===== config.mk =====
export PLATFORM = sky130hd
export DESIGN_NAME = caic_motor_lane
export DESIGN_NICKNAME = d
export VERILOG_FILES = /design/src/rtl/core/caic_pkg.sv /design/src/rtl/core/caic_motor_lane.sv
export SDC_FILE = /design/constraint.sdc
export NUM_CORES = 1
export LEC_CHECK = 0
export BUFFER_PORTS_ARGS = -buffer_cell sky130_fd_sc_hd__buf_2
export CAP_MARGIN = 20
export CORE_ASPECT_RATIO = 0.7
export CORE_MARGIN = 5
export CORE_UTILIZATION = 45
export DETAILED_ROUTE_END_ITERATION = 8
export PLACE_DENSITY = 0.73
export SLEW_MARGIN = 0
export SYNTH_ARGS = -nofsm -noshare
export SYNTH_HDL_FRONTEND = slang
export SYNTH_SLANG_ARGS = --single-unit

===== constraint.sdc =====
create_clock -name clk -period 19.6 [get_ports clk]
set_input_delay 0 -clock clk [delete_from_list [all_inputs] [get_ports clk]]
set_output_delay 0 -clock clk [all_outputs]
set_load 0.01 [all_outputs]

===== src/rtl/core/caic_pkg.sv =====
package caic_pkg;

	// Field and datapath widths.
	localparam int RAW_W  = 24;   // Q7.16 input fields
	localparam int ANG_W  = 25;   // offset-corrected motor angle or rate
	localparam int TH_W   = 32;   // joint angle or rate, scaled by 120
	localparam int ERR_W  = 33;   // joint error against the target
	localparam int GAIN_W = 16;   // Q8.8 gains
	localparam int CUR_W  = 15;   // Q5.10 current limits
	localparam int TQ_W   = 50;   // joint torque
	localparam int F_W    = 55;   // motor current before the base is added
	localparam int BASE_W = 56;   // coactivation base
	localparam int TGT_W  = 57;   // current with the base added
	localparam int T_W    = 41;   // clamped current, never negative
	localparam int NUM_W  = 46;   // rounding numerator
	localparam int X_W    = 25;   // numerator after the power-of-two part
	localparam int MAG_W  = 26;   // reciprocal constants
	localparam int MUL_W  = X_W + MAG_W;
	localparam int Q_W    = MUL_W - 33;
	localparam int DRV_W  = 16;

	localparam int NJ   = 3;
	localparam int NM   = 4;
	localparam int NSTG = 12;

	localparam int IN_DATA_W  = 11 * RAW_W;
	localparam int OUT_DATA_W = NM * DRV_W;

	// Internal current scale is 3600 * 2^14 units per Q5.10 step.
	localparam logic [T_W-1:0]   CUR_DEN = T_W'(58982400);
	localparam logic [NUM_W-1:0] DEN_X1  = NUM_W'(58982400);
	localparam logic [NUM_W-1:0] DEN_X5  = NUM_W'(5 * 58982400);
	localparam logic [NUM_W-1:0] DEN_X10 = NUM_W'(10 * 58982400);

	// Exact reciprocals for numerators below 2^25: ceil(2^33/225), ceil(2^36/1125).
	localparam logic [MAG_W-1:0] MAGIC_225  = MAG_W'(38177488);
	localparam logic [MAG_W-1:0] MAGIC_1125 = MAG_W'(61083980);

	localparam logic [CUR_W-1:0] Q_MAX = {CUR_W{1'b1}};

	// Configuration port.
	localparam int CFG_IDX_W  = 3;
	localparam int CFG_DATA_W = 16;

	localparam logic [CFG_IDX_W-1:0] REG_KP0  = 3'd0;
	localparam logic [CFG_IDX_W-1:0] REG_KP1  = 3'd1;
	localparam logic [CFG_IDX_W-1:0] REG_KP2  = 3'd2;
	localparam logic [CFG_IDX_W-1:0] REG_KD0  = 3'd3;
	localparam logic [CFG_IDX_W-1:0] REG_KD1  = 3'd4;
	localparam logic [CFG_IDX_W-1:0] REG_KD2  = 3'd5;
	localparam logic [CFG_IDX_W-1:0] REG_MINC = 3'd6;
	localparam logic [CFG_IDX_W-1:0] REG_MAXC = 3'd7;

	localparam logic [GAIN_W-1:0] KP0_RST  = 16'd2304;
	localparam logic [GAIN_W-1:0] KP1_RST  = 16'd1536;
	localparam logic [GAIN_W-1:0] KP2_RST  = 16'd26;
	localparam logic [GAIN_W-1:0] KD0_RST  = 16'd410;
	localparam logic [GAIN_W-1:0] KD1_RST  = 16'd307;
	localparam logic [GAIN_W-1:0] KD2_RST  = 16'd205;
	localparam logic [CUR_W-1:0]  MINC_RST = 15'd614;
	localparam logic [CUR_W-1:0]  MAXC_RST = 15'd9216;

	// Output scaling of each motor: gain 0.6, 1, -1 and -0.9.
	typedef enum logic [1:0] {
		DRV_P06,
		DRV_P10,
		DRV_N10,
		DRV_N09
	} drv_kind_t;

	localparam drv_kind_t DRV_KIND [NM] = '{DRV_P06, DRV_P10, DRV_N10, DRV_N09};

	// Stage load enables handed to the lanes.
	typedef struct packed {
		logic err;
		logic prod;
		logic sum;
	} joint_ld_t;

	typedef struct packed {
		logic clamp;
		logic scale;
		logic mult;
		logic drv;
	} motor_ld_t;

endpackage


===== src/rtl/core/caic_motor_lane.sv =====
// One motor output: add the base, clamp, then scale to Q5.10 with rounding.
module caic_motor_lane (
	input  logic                                 clk,
	input  caic_pkg::motor_ld_t                  ld,
	input  caic_pkg::drv_kind_t                  kind,
	input  logic signed [caic_pkg::F_W-1:0]      f,
	input  logic signed [caic_pkg::BASE_W-1:0]   base,
	input  logic        [caic_pkg::T_W-1:0]      mx,
	output logic signed [caic_pkg::DRV_W-1:0]    drive
);

	logic signed [caic_pkg::TGT_W-1:0] tgt;
	logic        [caic_pkg::T_W-1:0]   t_s9;
	logic        [caic_pkg::NUM_W-1:0] t_x;
	logic        [caic_pkg::NUM_W-1:0] num;
	logic        [caic_pkg::X_W-1:0]   x;
	logic        [caic_pkg::X_W-1:0]   x_s10;
	logic        [caic_pkg::MAG_W-1:0] mag;
	logic        [caic_pkg::MUL_W-1:0] prod_s11;
	logic        [caic_pkg::Q_W-1:0]   q;
	logic        [caic_pkg::CUR_W-1:0] q_sat;
	logic signed [caic_pkg::DRV_W-1:0] q_mag;
	logic                              neg;
	logic signed [caic_pkg::DRV_W-1:0] drive_s12;

	assign tgt = caic_pkg::TGT_W'(f) + caic_pkg::TGT_W'(base);

	always_ff @(posedge clk) begin
		if (ld.clamp) begin
			if (tgt < 0) begin
				t_s9 <= '0;
			end else if (tgt > $signed(caic_pkg::TGT_W'(mx))) begin
				t_s9 <= mx;
			end else begin
				t_s9 <= tgt[caic_pkg::T_W-1:0];
			end
		end
	end

	// Round-half-up numerator; the power-of-two part of the divisor is a shift.
	assign t_x = caic_pkg::NUM_W'(t_s9);

	always_comb begin
		unique case (kind)
			caic_pkg::DRV_P06: begin
				num = (t_x << 2) + (t_x << 1) + caic_pkg::DEN_X5;
				x   = caic_pkg::X_W'(num >> 19);
			end
			caic_pkg::DRV_P10, caic_pkg::DRV_N10: begin
				num = (t_x << 1) + caic_pkg::DEN_X1;
				x   = caic_pkg::X_W'(num >> 19);
			end
			caic_pkg::DRV_N09: begin
				num = (t_x << 4) + (t_x << 1) + caic_pkg::DEN_X10;
				x   = caic_pkg::X_W'(num >> 20);
			end
			default: begin
				num = '0;
				x   = '0;
			end
		endcase
	end

	assign mag = (kind == caic_pkg::DRV_P10 || kind == caic_pkg::DRV_N10) ?
		caic_pkg::MAGIC_225 : caic_pkg::MAGIC_1125;

	always_ff @(posedge clk) begin
		if (ld.scale) begin
			x_s10 <= x;
		end
		if (ld.mult) begin
			prod_s11 <= caic_pkg::MUL_W'(x_s10) * caic_pkg::MUL_W'(mag);
		end
	end

	always_comb begin
		unique case (kind)
			caic_pkg::DRV_P10, caic_pkg::DRV_N10: q = caic_pkg::Q_W'(prod_s11 >> 33);
			default:                              q = caic_pkg::Q_W'(prod_s11 >> 36);
		endcase
	end

	assign q_sat = (q > caic_pkg::Q_W'(caic_pkg::Q_MAX)) ? caic_pkg::Q_MAX :
		q[caic_pkg::CUR_W-1:0];
	assign q_mag = $signed({1'b0, q_sat});
	assign neg   = (kind == caic_pkg::DRV_N10 || kind == caic_pkg::DRV_N09);

	always_ff @(posedge clk) begin
		if (ld.drv) begin
			drive_s12 <= neg ? -q_mag : q_mag;
		end
	end

	assign drive = drive_s12;

endmodule


==> results.toml <==
[outcome]
status = "finished, final reports clean"

[worst_setup_path]
critPathMaxFanout = 7
cp-end-kind = "flip-flop"
critPathRequiredTime_ns = 19.73
criticalPathCategory = "flip-flop to flip-flop"
critPathLaunchType = "flip-flop"
worst_ep_arrival_time_ns = 8.72
r2r_cells = 24

[timing]
drv_slew = 0
setup_viol = 0
slew_headroom = 0.401
rsz0062_at_grt = "false"
min_period_ns = 8.59
hold_viol = 0
fin_tns_setup_ns = 0
fin_crit_sh = 0.438
timing.fmax_ghz = 0.116
worst_pin_slew_ns = 0.896
clock_skew_ns = 0.0142

[floorplanning]
fp.dieW_um = 300
core-area_mm2 = 0.0582
die_area_mm2 = 0.0637
start_util = 0.453
rows = 74
die_y_um = 213
num_io_pins = 175

[grt]
grt_pass1_vias = 20540
overflow = 0
grt_max_degree = 83
grt_pass1_wl_um = 107000
grt_usage = 0.207
antenna_found_initial = 3

[synthesis]
synthTopCellsByArea = "ha_1 (26%), fa_1 (23%), edfxtp_1 (11%)"
netlist.area_leader.share = 0.261
yosysMostFrequentCell = "inv_1"
ys_seq_area_frac = 0.114
async_flop_share = 0
synth_area_leader_cell = "ha_1"
syn_area_mm2 = 0.0264
synth_edf_count = 100
synth-main-ff-cell = "edfxtp_1"
ys_ff_latch = 100
yosysUniqueCellTypes = 83
syn_inst = 2916
yosys_warnings = 0
syn_area_per_cell_um2 = 9.06
synth_common_cells = "inv_1 (608), ha_1 (550), fa_1 (305), nand2_1 (221), a21oi_1 (155)"

[detailed_routing]
drc = 0
drtPass1Iterations = 5
via_per_inst = 5.31
dr.first_iter.drc_count = 1407
ant_nets = 0
dr_total_vias = 20429
drt-total-wl_um = 64500
wl_per_cell_um = 16.8

[clock_tree]
cts_tree = "done"
cts_resized = 0
h-tree-depth = 3
cts_sinks = 100
cts_made_buffers = 9
insertion_delay_ns = 0.38
cts_setup_buffers = 0
cts_root_buf = "clkbuf_16"
clk_path_buf_depth = 2
clkTransAtPathRegs_ns = 0.07
cts_hold_buf = 8

[layout]
n_fill_cell = 5420
nets = 4096
syn_to_final_growth_pct = 8.01
drive_above_1_share = 0.0732
final_cells = 3848

[hold_path]
whs_path_depth = 3
hp-class = "primary input to flip-flop"

[placement]
dp.cells = 3823
port_buffers = 174
dp_hpwl_um = 57200
gp_congestion = 0.973

[flow_run]
cap_violations = 0
layer usage:
| metal | vias to the layer above | part of all wire | track usage |
|---|---|---|---|
| li1 | 10050 | - | - |
| met1 | 9651 | 0.49 | 0.315 |
| met2 | 696 | 0.42 | 0.310 |
| met3 | 28 | 0.087 | 0.0487 |
| met4 | 4 | 0.0062 | 0.0219 |
| met5 | - | 0.00042 | 0 |
critical path, stage by stage, from the launching register on:
cell and delay, ns:
edfxtp_1 0.50, nor2b_1 0.59, fa_1 0.53, inv_1 0.08, fa_1 0.44, fa_1 0.55
inv_1 0.05, fa_1 0.50, fa_1 0.55, inv_1 0.06, fa_1 0.50, fa_1 0.54
inv_1 0.04, ha_1 0.32, a2111oi_0 0.41, o21ai_0 0.16, a22oi_1 0.51, a21boi_0 0.28
nand3_1 0.24, o21ai_0 0.16, a211o_1 0.38, a2111o_1 0.44, a31oi_1 0.27, o21bai_1 0.12
xnor2_1 0.13
metrics by stage:
step	instance area, µm²	util	worst slack [ns]	hold slack [ns]
2_1_floorplan	26600	-	11.44	0.112
3_3_place_gp	28100	0.483	11.04	0.361
3_5_place_dp	28100	0.483	10.91	0.373
4_1_cts	28500	0.490	11.17	0.000322
5_1_grt	28500	0.490	10.55	0.00951
6_report	28500	0.490	11.01	0.00525
layout make-up:
cell class	count	area (µm²)	area share
antenna	1	2.50	0.0000877
clock buffer	10	229	0.00803
clock inverter	6	82.6	0.00290
inverter	608	2280	0.0800
multi-input combinational	2173	21000	0.735
sequential	100	3000	0.105
tap	760	951	0.0333
timing repair buffer	190	1010	0.0354
registers in the layout, summed over array words and instances, names as in the netlist:
signal and flops:
t_s9 41, x_s10 25, drive 16, prod_s11 18
worst paths after layout:
check | slack (ns) | start | end
max | 11.01 | x_s10[22] | prod_s11[50]
min | 0.005 | mx[17] | t_s9[17]
max reg2reg | 11.01 | x_s10[22] | prod_s11[50]
min reg2reg | 0.62 | prod_s11[33] | drive[0]
cells by family after synthesis:
| family | share of synthesized area |
|---|---|
| compound gates | 0.123 |
| xor+xnor | 0.0464 |
| fa+ha+maj | 0.492 |
| buf+inv | 0.0983 |
| flops | 0.114 |
| mux | 0.0204 |
| other cells | 0.000284 |
| simple gates | 0.106 |
cells in the final DEF (no fill, tap or decap), types with 17 or more instances in the layout:
cell type | Yosys | final
nor2_1 | 118 | 118
nand2b_1 | 37 | 37
xor2_1 | 54 | 54
buf_2 | 7 | 174
a21oi_1 | 155 | 155
nor2b_1 | 30 | 30
edfxtp_1 | 100 | 100
fa_1 | 305 | 305
nand3_1 | 33 | 33
and2_1 | 26 | 26
o21a_1 | 17 | 17
conb_1 | 2 | 40
xnor2_1 | 86 | 86
nand2_1 | 221 | 221
ha_1 | 550 | 549
a221oi_1 | 21 | 21
inv_1 | 608 | 608
nor3_1 | 27 | 27
nand4_1 | 47 | 47
a211oi_1 | 24 | 24
o21ai_0 | 83 | 83
a21o_1 | 59 | 59
mux2i_1 | 49 | 49
Power is left out: the tool's default activity adds up to more than one toggle a clock period on the data nets, which glitch-free logic cannot reach.
