## config.mk

```make
export PLATFORM = sky130hd
export DESIGN_NAME = caic_joint_lane
export DESIGN_NICKNAME = d
export VERILOG_FILES = /design/src/rtl/core/caic_pkg.sv /design/src/rtl/core/caic_joint_lane.sv
export SDC_FILE = /design/constraint.sdc
export NUM_CORES = 2
export LEC_CHECK = 0
export BUFFER_PORTS_ARGS = -buffer_cell sky130_fd_sc_hd__clkbuf_2
export CAP_MARGIN = 30
export CELL_PAD_IN_SITES_DETAIL_PLACEMENT = 1
export CELL_PAD_IN_SITES_GLOBAL_PLACEMENT = 1
export CORE_ASPECT_RATIO = 0.7
export CORE_UTILIZATION = 55
export DETAILED_ROUTE_END_ITERATION = 16
export PLACE_DENSITY = 0.92
export SYNTH_ARGS = -nofsm -noshare
export SYNTH_HDL_FRONTEND = slang
export SYNTH_SLANG_ARGS = --single-unit
```

## constraint.sdc

```tcl
create_clock -name clk -period 14.8 [get_ports clk]
set_input_delay 2.96 -clock clk [delete_from_list [all_inputs] [get_ports clk]]
set_output_delay 2.96 -clock clk [all_outputs]
set_load 0.02 [all_outputs]
```

## src/rtl/core/caic_pkg.sv

```systemverilog
package caic_pkg;

	// Field and datapath widths.
	localparam int RAW_W  = 24;   // Q7.16 input fields
	localparam int ANG_W  = 25;   // offset-corrected motor angle or rate
	localparam int TH_W   = 32;   // joint angle or rate, scaled by 120
	localparam int ERR_W  = 33;   // joint error against the target
	localparam int GAIN_W = 16;   // Q8.8 gains
	localparam int CUR_W  = 15;   // Q5.10 current limits
	localparam int TQ_W   = 50;   // joint torque
	localparam int F_W    = 55;   // motor current before the base is added
	localparam int BASE_W = 56;   // coactivation base
	localparam int TGT_W  = 57;   // current with the base added
	localparam int T_W    = 41;   // clamped current, never negative
	localparam int NUM_W  = 46;   // rounding numerator
	localparam int X_W    = 25;   // numerator after the power-of-two part
	localparam int MAG_W  = 26;   // reciprocal constants
	localparam int MUL_W  = X_W + MAG_W;
	localparam int Q_W    = MUL_W - 33;
	localparam int DRV_W  = 16;

	localparam int NJ   = 3;
	localparam int NM   = 4;
	localparam int NSTG = 12;

	localparam int IN_DATA_W  = 11 * RAW_W;
	localparam int OUT_DATA_W = NM * DRV_W;

	// Internal current scale is 3600 * 2^14 units per Q5.10 step.
	localparam logic [T_W-1:0]   CUR_DEN = T_W'(58982400);
	localparam logic [NUM_W-1:0] DEN_X1  = NUM_W'(58982400);
	localparam logic [NUM_W-1:0] DEN_X5  = NUM_W'(5 * 58982400);
	localparam logic [NUM_W-1:0] DEN_X10 = NUM_W'(10 * 58982400);

	// Exact reciprocals for numerators below 2^25: ceil(2^33/225), ceil(2^36/1125).
	localparam logic [MAG_W-1:0] MAGIC_225  = MAG_W'(38177488);
	localparam logic [MAG_W-1:0] MAGIC_1125 = MAG_W'(61083980);

	localparam logic [CUR_W-1:0] Q_MAX = {CUR_W{1'b1}};

	// Configuration port.
	localparam int CFG_IDX_W  = 3;
	localparam int CFG_DATA_W = 16;

	localparam logic [CFG_IDX_W-1:0] REG_KP0  = 3'd0;
	localparam logic [CFG_IDX_W-1:0] REG_KP1  = 3'd1;
	localparam logic [CFG_IDX_W-1:0] REG_KP2  = 3'd2;
	localparam logic [CFG_IDX_W-1:0] REG_KD0  = 3'd3;
	localparam logic [CFG_IDX_W-1:0] REG_KD1  = 3'd4;
	localparam logic [CFG_IDX_W-1:0] REG_KD2  = 3'd5;
	localparam logic [CFG_IDX_W-1:0] REG_MINC = 3'd6;
	localparam logic [CFG_IDX_W-1:0] REG_MAXC = 3'd7;

	localparam logic [GAIN_W-1:0] KP0_RST  = 16'd2304;
	localparam logic [GAIN_W-1:0] KP1_RST  = 16'd1536;
	localparam logic [GAIN_W-1:0] KP2_RST  = 16'd26;
	localparam logic [GAIN_W-1:0] KD0_RST  = 16'd410;
	localparam logic [GAIN_W-1:0] KD1_RST  = 16'd307;
	localparam logic [GAIN_W-1:0] KD2_RST  = 16'd205;
	localparam logic [CUR_W-1:0]  MINC_RST = 15'd614;
	localparam logic [CUR_W-1:0]  MAXC_RST = 15'd9216;

	// Output scaling of each motor: gain 0.6, 1, -1 and -0.9.
	typedef enum logic [1:0] {
		DRV_P06,
		DRV_P10,
		DRV_N10,
		DRV_N09
	} drv_kind_t;

	localparam drv_kind_t DRV_KIND [NM] = '{DRV_P06, DRV_P10, DRV_N10, DRV_N09};

	// Stage load enables handed to the lanes.
	typedef struct packed {
		logic err;
		logic prod;
		logic sum;
	} joint_ld_t;

	typedef struct packed {
		logic clamp;
		logic scale;
		logic mult;
		logic drv;
	} motor_ld_t;

endpackage

```

## src/rtl/core/caic_joint_lane.sv

```systemverilog
// One joint of the PD law: error, the two gain products, and their sum.
module caic_joint_lane (
	input  logic                                 clk,
	input  caic_pkg::joint_ld_t                  ld,
	input  logic signed [caic_pkg::TH_W-1:0]     th,
	input  logic signed [caic_pkg::TH_W-1:0]     rate,
	input  logic signed [caic_pkg::RAW_W-1:0]    goal,
	input  logic        [caic_pkg::GAIN_W-1:0]   kp,
	input  logic        [caic_pkg::GAIN_W-1:0]   kd,
	output logic signed [caic_pkg::TQ_W-1:0]     tq
);

	logic signed [caic_pkg::ERR_W-1:0] goal_x;
	logic signed [caic_pkg::ERR_W-1:0] goal120;
	logic signed [caic_pkg::ERR_W-1:0] err_s3;
	logic signed [caic_pkg::TH_W-1:0]  rate_s3;
	logic signed [caic_pkg::TQ_W-1:0]  p_s4;
	logic signed [caic_pkg::TQ_W-1:0]  d_s4;
	logic signed [caic_pkg::TQ_W-1:0]  tq_s5;

	// The joint angle arrives scaled by 120, so the target is scaled to match.
	assign goal_x  = caic_pkg::ERR_W'(goal);
	assign goal120 = (goal_x <<< 7) - (goal_x <<< 3);

	always_ff @(posedge clk) begin
		if (ld.err) begin
			err_s3  <= caic_pkg::ERR_W'(th) - goal120;
			rate_s3 <= rate;
		end
		if (ld.prod) begin
			p_s4 <= caic_pkg::TQ_W'($signed({1'b0, kp})) * caic_pkg::TQ_W'(err_s3);
			d_s4 <= caic_pkg::TQ_W'($signed({1'b0, kd})) * caic_pkg::TQ_W'(rate_s3);
		end
		if (ld.sum) begin
			tq_s5 <= p_s4 + d_s4;
		end
	end

	assign tq = tq_s5;

endmodule

```

==> results.yml <==
routing:
  dr_vias: 39431
  detail_route.iter0.violations: 3679
  first_pass_iters: 12
  drt_drc_violations_left: 28
  routed_wire_length_per_instance_um: 26.9
  detail_routed_via_count_per_cell: 6.20
  route.final.wire_length_um: 171000
  postRouteAntennaNets: 0
synthesis:
  synth-seq-area-share_pct: 13.4
  cell_area_synth_um2: 48100
  synth_top_area_share_pct: 42.3
  postSynth.asyncResetShare_pct: 0
  dominant_register_cell_in_the_synthesized_netlist: "sky130_fd_sc_hd__edfxtp_1"
  yosys-top-cells-area: "sky130_fd_sc_hd__fa_1, sky130_fd_sc_hd__edfxtp_1, sky130_fd_sc_hd__inv_1"
  syn-num-nets: 6627
  post_synth_edffs: 214
  ys_warn_count: 0
  post_synth.cell_area_avg_um2: 9.32
  synth_cell_types: 82
  syn-instance-count: 5163
  yosysTopAreaCell: "sky130_fd_sc_hd__fa_1"
  postSynthRegisterBits: 214
grt:
  global_route_wire_length_before_repair_um: 269000
  largest_net_degree_at_the_start_of_global_routing: 66
  grt_use_total_pct: 40.0
  first_global_vias: 47158
  grt_antenna_before_repair: 6
  global_route.overflow_total: 0
clocking:
  clockBufferDepth: 3
  cts_tree: "built"
  cts_hold_buf: 0
  clk_pin_slew_ps: 80
  clkSinkCount: 214
  cts_root_buffer: "sky130_fd_sc_hd__clkbuf_16"
  post_cts_resize_count: 0
  worst_skew_pair.late_latency_ps: 630
  cts_buffers: 26
  ctsHtreeMaxLevel: 1
  cts_setup_buffers: 0
hold_path:
  holdPathStages: 1
  timing.hold.worst.start: "d_s4[0]$_DFFE_PP_"
  min_delay_worst_endpoint: "tq[0]$_DFFE_PP_"
  min_path_type: "reg -> reg"
floorplanning:
  die_y_um: 249
  rows: 90
  die_x_um: 355
  floorplan.io_pins: 174
  die-area_um2: 88700
  core_area_um2: 86400
  effective_utilization_at_floorplan_pct: 55.7
timing:
  layout_setup_ws_ps: 4550
  slew-limit-headroom_pct: 26.5
  grt_setup_unrepaired: "no"
  timing.setup.tns_ps: 0
  achievable-frequency_mhz: 97.5
  final_min_period_over_clock_period_pct: 69.3
  whs_ps: 584
  finalClockSkew_ps: 38.5
  finalMaxSlewViolations: 0
  finalSetupViolations: 0
  timing_hold_violations_final: 0
  worst_slew_pin_slew_ps: 1100
  layout_min_cycle_time_ps: 10250
finish:
  area.growth.synth_to_final_pct: 5.26
  drive_gt1_share_pct: 4.92
  layout.nets: 6647
  final_core_utilization_pct: 58.6
  fillerInstances: 9775
worst_setup_path:
  timing.reg2reg.setup_slack_ps: 6790
  worst-r2r-cell-count: 20
  slowest_stage: "sky130_fd_sc_hd__o31ai_1"
  timing.critical_path.required_ps: 15160
  rr_startpoint: "err_s3[10]$_DFFE_PP_"
  cp_endpoint_kind: "flop"
  path_class: "in -> reg"
  timing.critical_path.cells: "clkbuf_2 -> nand2_1 -> fa_1 -> inv_1 -> fa_1 -> fa_1 -> fa_1 -> fa_1 -> inv_1 -> fa_1 -> inv_1 -> ha_1 -> a21oi_1 -> o21ai_0 -> nand2b_1 -> o31ai_1 -> nand3_1 -> a41oi_1 -> o21ai_0 -> xor2_1"
  timing.critical_path.mode_cell: "sky130_fd_sc_hd__fa_1"
  max_stage_delay_ps: 820
  worst_reg2reg_path_endpoint: "p_s4[44]$_DFFE_PP_"
  critPathArrivalTime_ps: 10610
  critPathLaunchType: "input port"
  critical_path_peak_fanout: 33
placement:
  place_ws_ps: 4520
  port-buffer-count: 173
  gpl.final_weighted_congestion: 0.909
  dpl_wire_length_um: 125000
run:
  maxCapViolCount: 0
status:
  status: "complete, but fails checks"
  violations: "DRC"
==> sequential cells by signal, summed over array words and instances, names as in the netlist <==
register  flops
d_s4         49
rate_s3      32
p_s4         50
tq           50
err_s3       33
==> synthesized netlist by cell type, drive strengths merged (5+ instances only) <==
| cell | n |
|---|---|
| nand2 | 745 |
| o21a | 13 |
| xor2 | 50 |
| a31oi | 27 |
| a31o | 9 |
| a21boi | 6 |
| a221oi | 10 |
| nor2b | 20 |
| nor2 | 82 |
| inv | 1338 |
| a21o | 75 |
| edfxtp | 214 |
| o2111ai | 5 |
| o31ai | 7 |
| o211ai | 13 |
| ha | 324 |
| a21oi | 173 |
| and3 | 19 |
| and2 | 401 |
| o21ai | 86 |
| or2 | 5 |
| xnor2 | 122 |
| nor3 | 21 |
| nand4 | 19 |
| nand3 | 40 |
| a41oi | 8 |
| nand2b | 24 |
| o31a | 6 |
| a211oi | 11 |
| clkbuf | 186 |
| o21bai | 32 |
| a311oi | 6 |
| fa | 1016 |
==> worst max-delay path by stage <==
stage | to | cells past startpoint | slack, ps | startpoint
floorplan | p_s4[49]$_DFFE_PP_ | 22 | 5930 | kp[2]
global route | p_s4[44]$_DFFE_PP_ | 21 | 4510 | kp[3]
CTS | p_s4[44]$_DFFE_PP_ | 21 | 5060 | kp[3]
finish | p_s4[44]$_DFFE_PP_ | 20 | 4550 | kp[13]
detailed placement | p_s4[44]$_DFFE_PP_ | 21 | 4520 | kp[2]
global placement | p_s4[44]$_DFFE_PP_ | 21 | 4910 | kp[2]
==> worst max-delay path, delay by kind of cell <==
kind	cells	cell delay, ps
AND/OR/NAND/NOR	3	960
XOR/XNOR	1	170
buffers and inverters	4	1000
AO/OA/AOI/OAI	5	1880
adder cells (fa/ha/maj)	7	3610
==> through the flow <==
step	cells	instance area (um2)
floorplan	5163	48100
global placement	6304	49700
detailed placement	6304	49700
CTS	6352	50600
global route	6354	50600
finish	6356	50600
==> per-layer routing <==
layer  track usage (%)  part of all wire (%)  vias to the layer above
li1                  -                     -                    15469
met1              45.4                    33                    19979
met2              65.5                    48                     2844
met3              10.6                    10                     1131
met4              28.6                   8.4                        8
met5                 0                 0.052                        -
==> cell families after synthesis <==
kind of cell | share of synthesized area, %
AND/OR/NAND/NOR | 13.7
adder cells (fa/ha/maj) | 50.7
buffers and inverters | 11.9
AO/OA/AOI/OAI | 7.13
XOR/XNOR | 3.13
multiplexers | 0.0208
flip-flops | 13.4
==> cell type report <==
type	count	area (um2)	share of cell area [%]
antenna	3	7.51	0.0148
clock buffer	29	683	1.35
clock inverter	19	166	0.329
inverter	1338	5020	9.92
multi-input combinational	3423	35900	71.0
sequential	214	6430	12.7
tap	1150	1440	2.84
timing repair buffer	180	943	1.86
==> layout by cell type, fill, tap and decap left out, types with 40 or more instances in the layout <==
master / n
sky130_fd_sc_hd__fa_1: 1016
sky130_fd_sc_hd__a21o_1: 74
sky130_fd_sc_hd__clkbuf_2: 171
sky130_fd_sc_hd__nand3_1: 40
sky130_fd_sc_hd__nand2_1: 745
sky130_fd_sc_hd__nor2_1: 82
sky130_fd_sc_hd__o21ai_0: 72
sky130_fd_sc_hd__xnor2_1: 122
sky130_fd_sc_hd__xor2_1: 50
sky130_fd_sc_hd__inv_1: 1338
sky130_fd_sc_hd__and2_1: 400
sky130_fd_sc_hd__a21oi_1: 171
sky130_fd_sc_hd__ha_1: 324
sky130_fd_sc_hd__edfxtp_1: 214
Power is left out: the tool's default activity adds up to more than one toggle a clock period on the data nets, which glitch-free logic cannot reach.
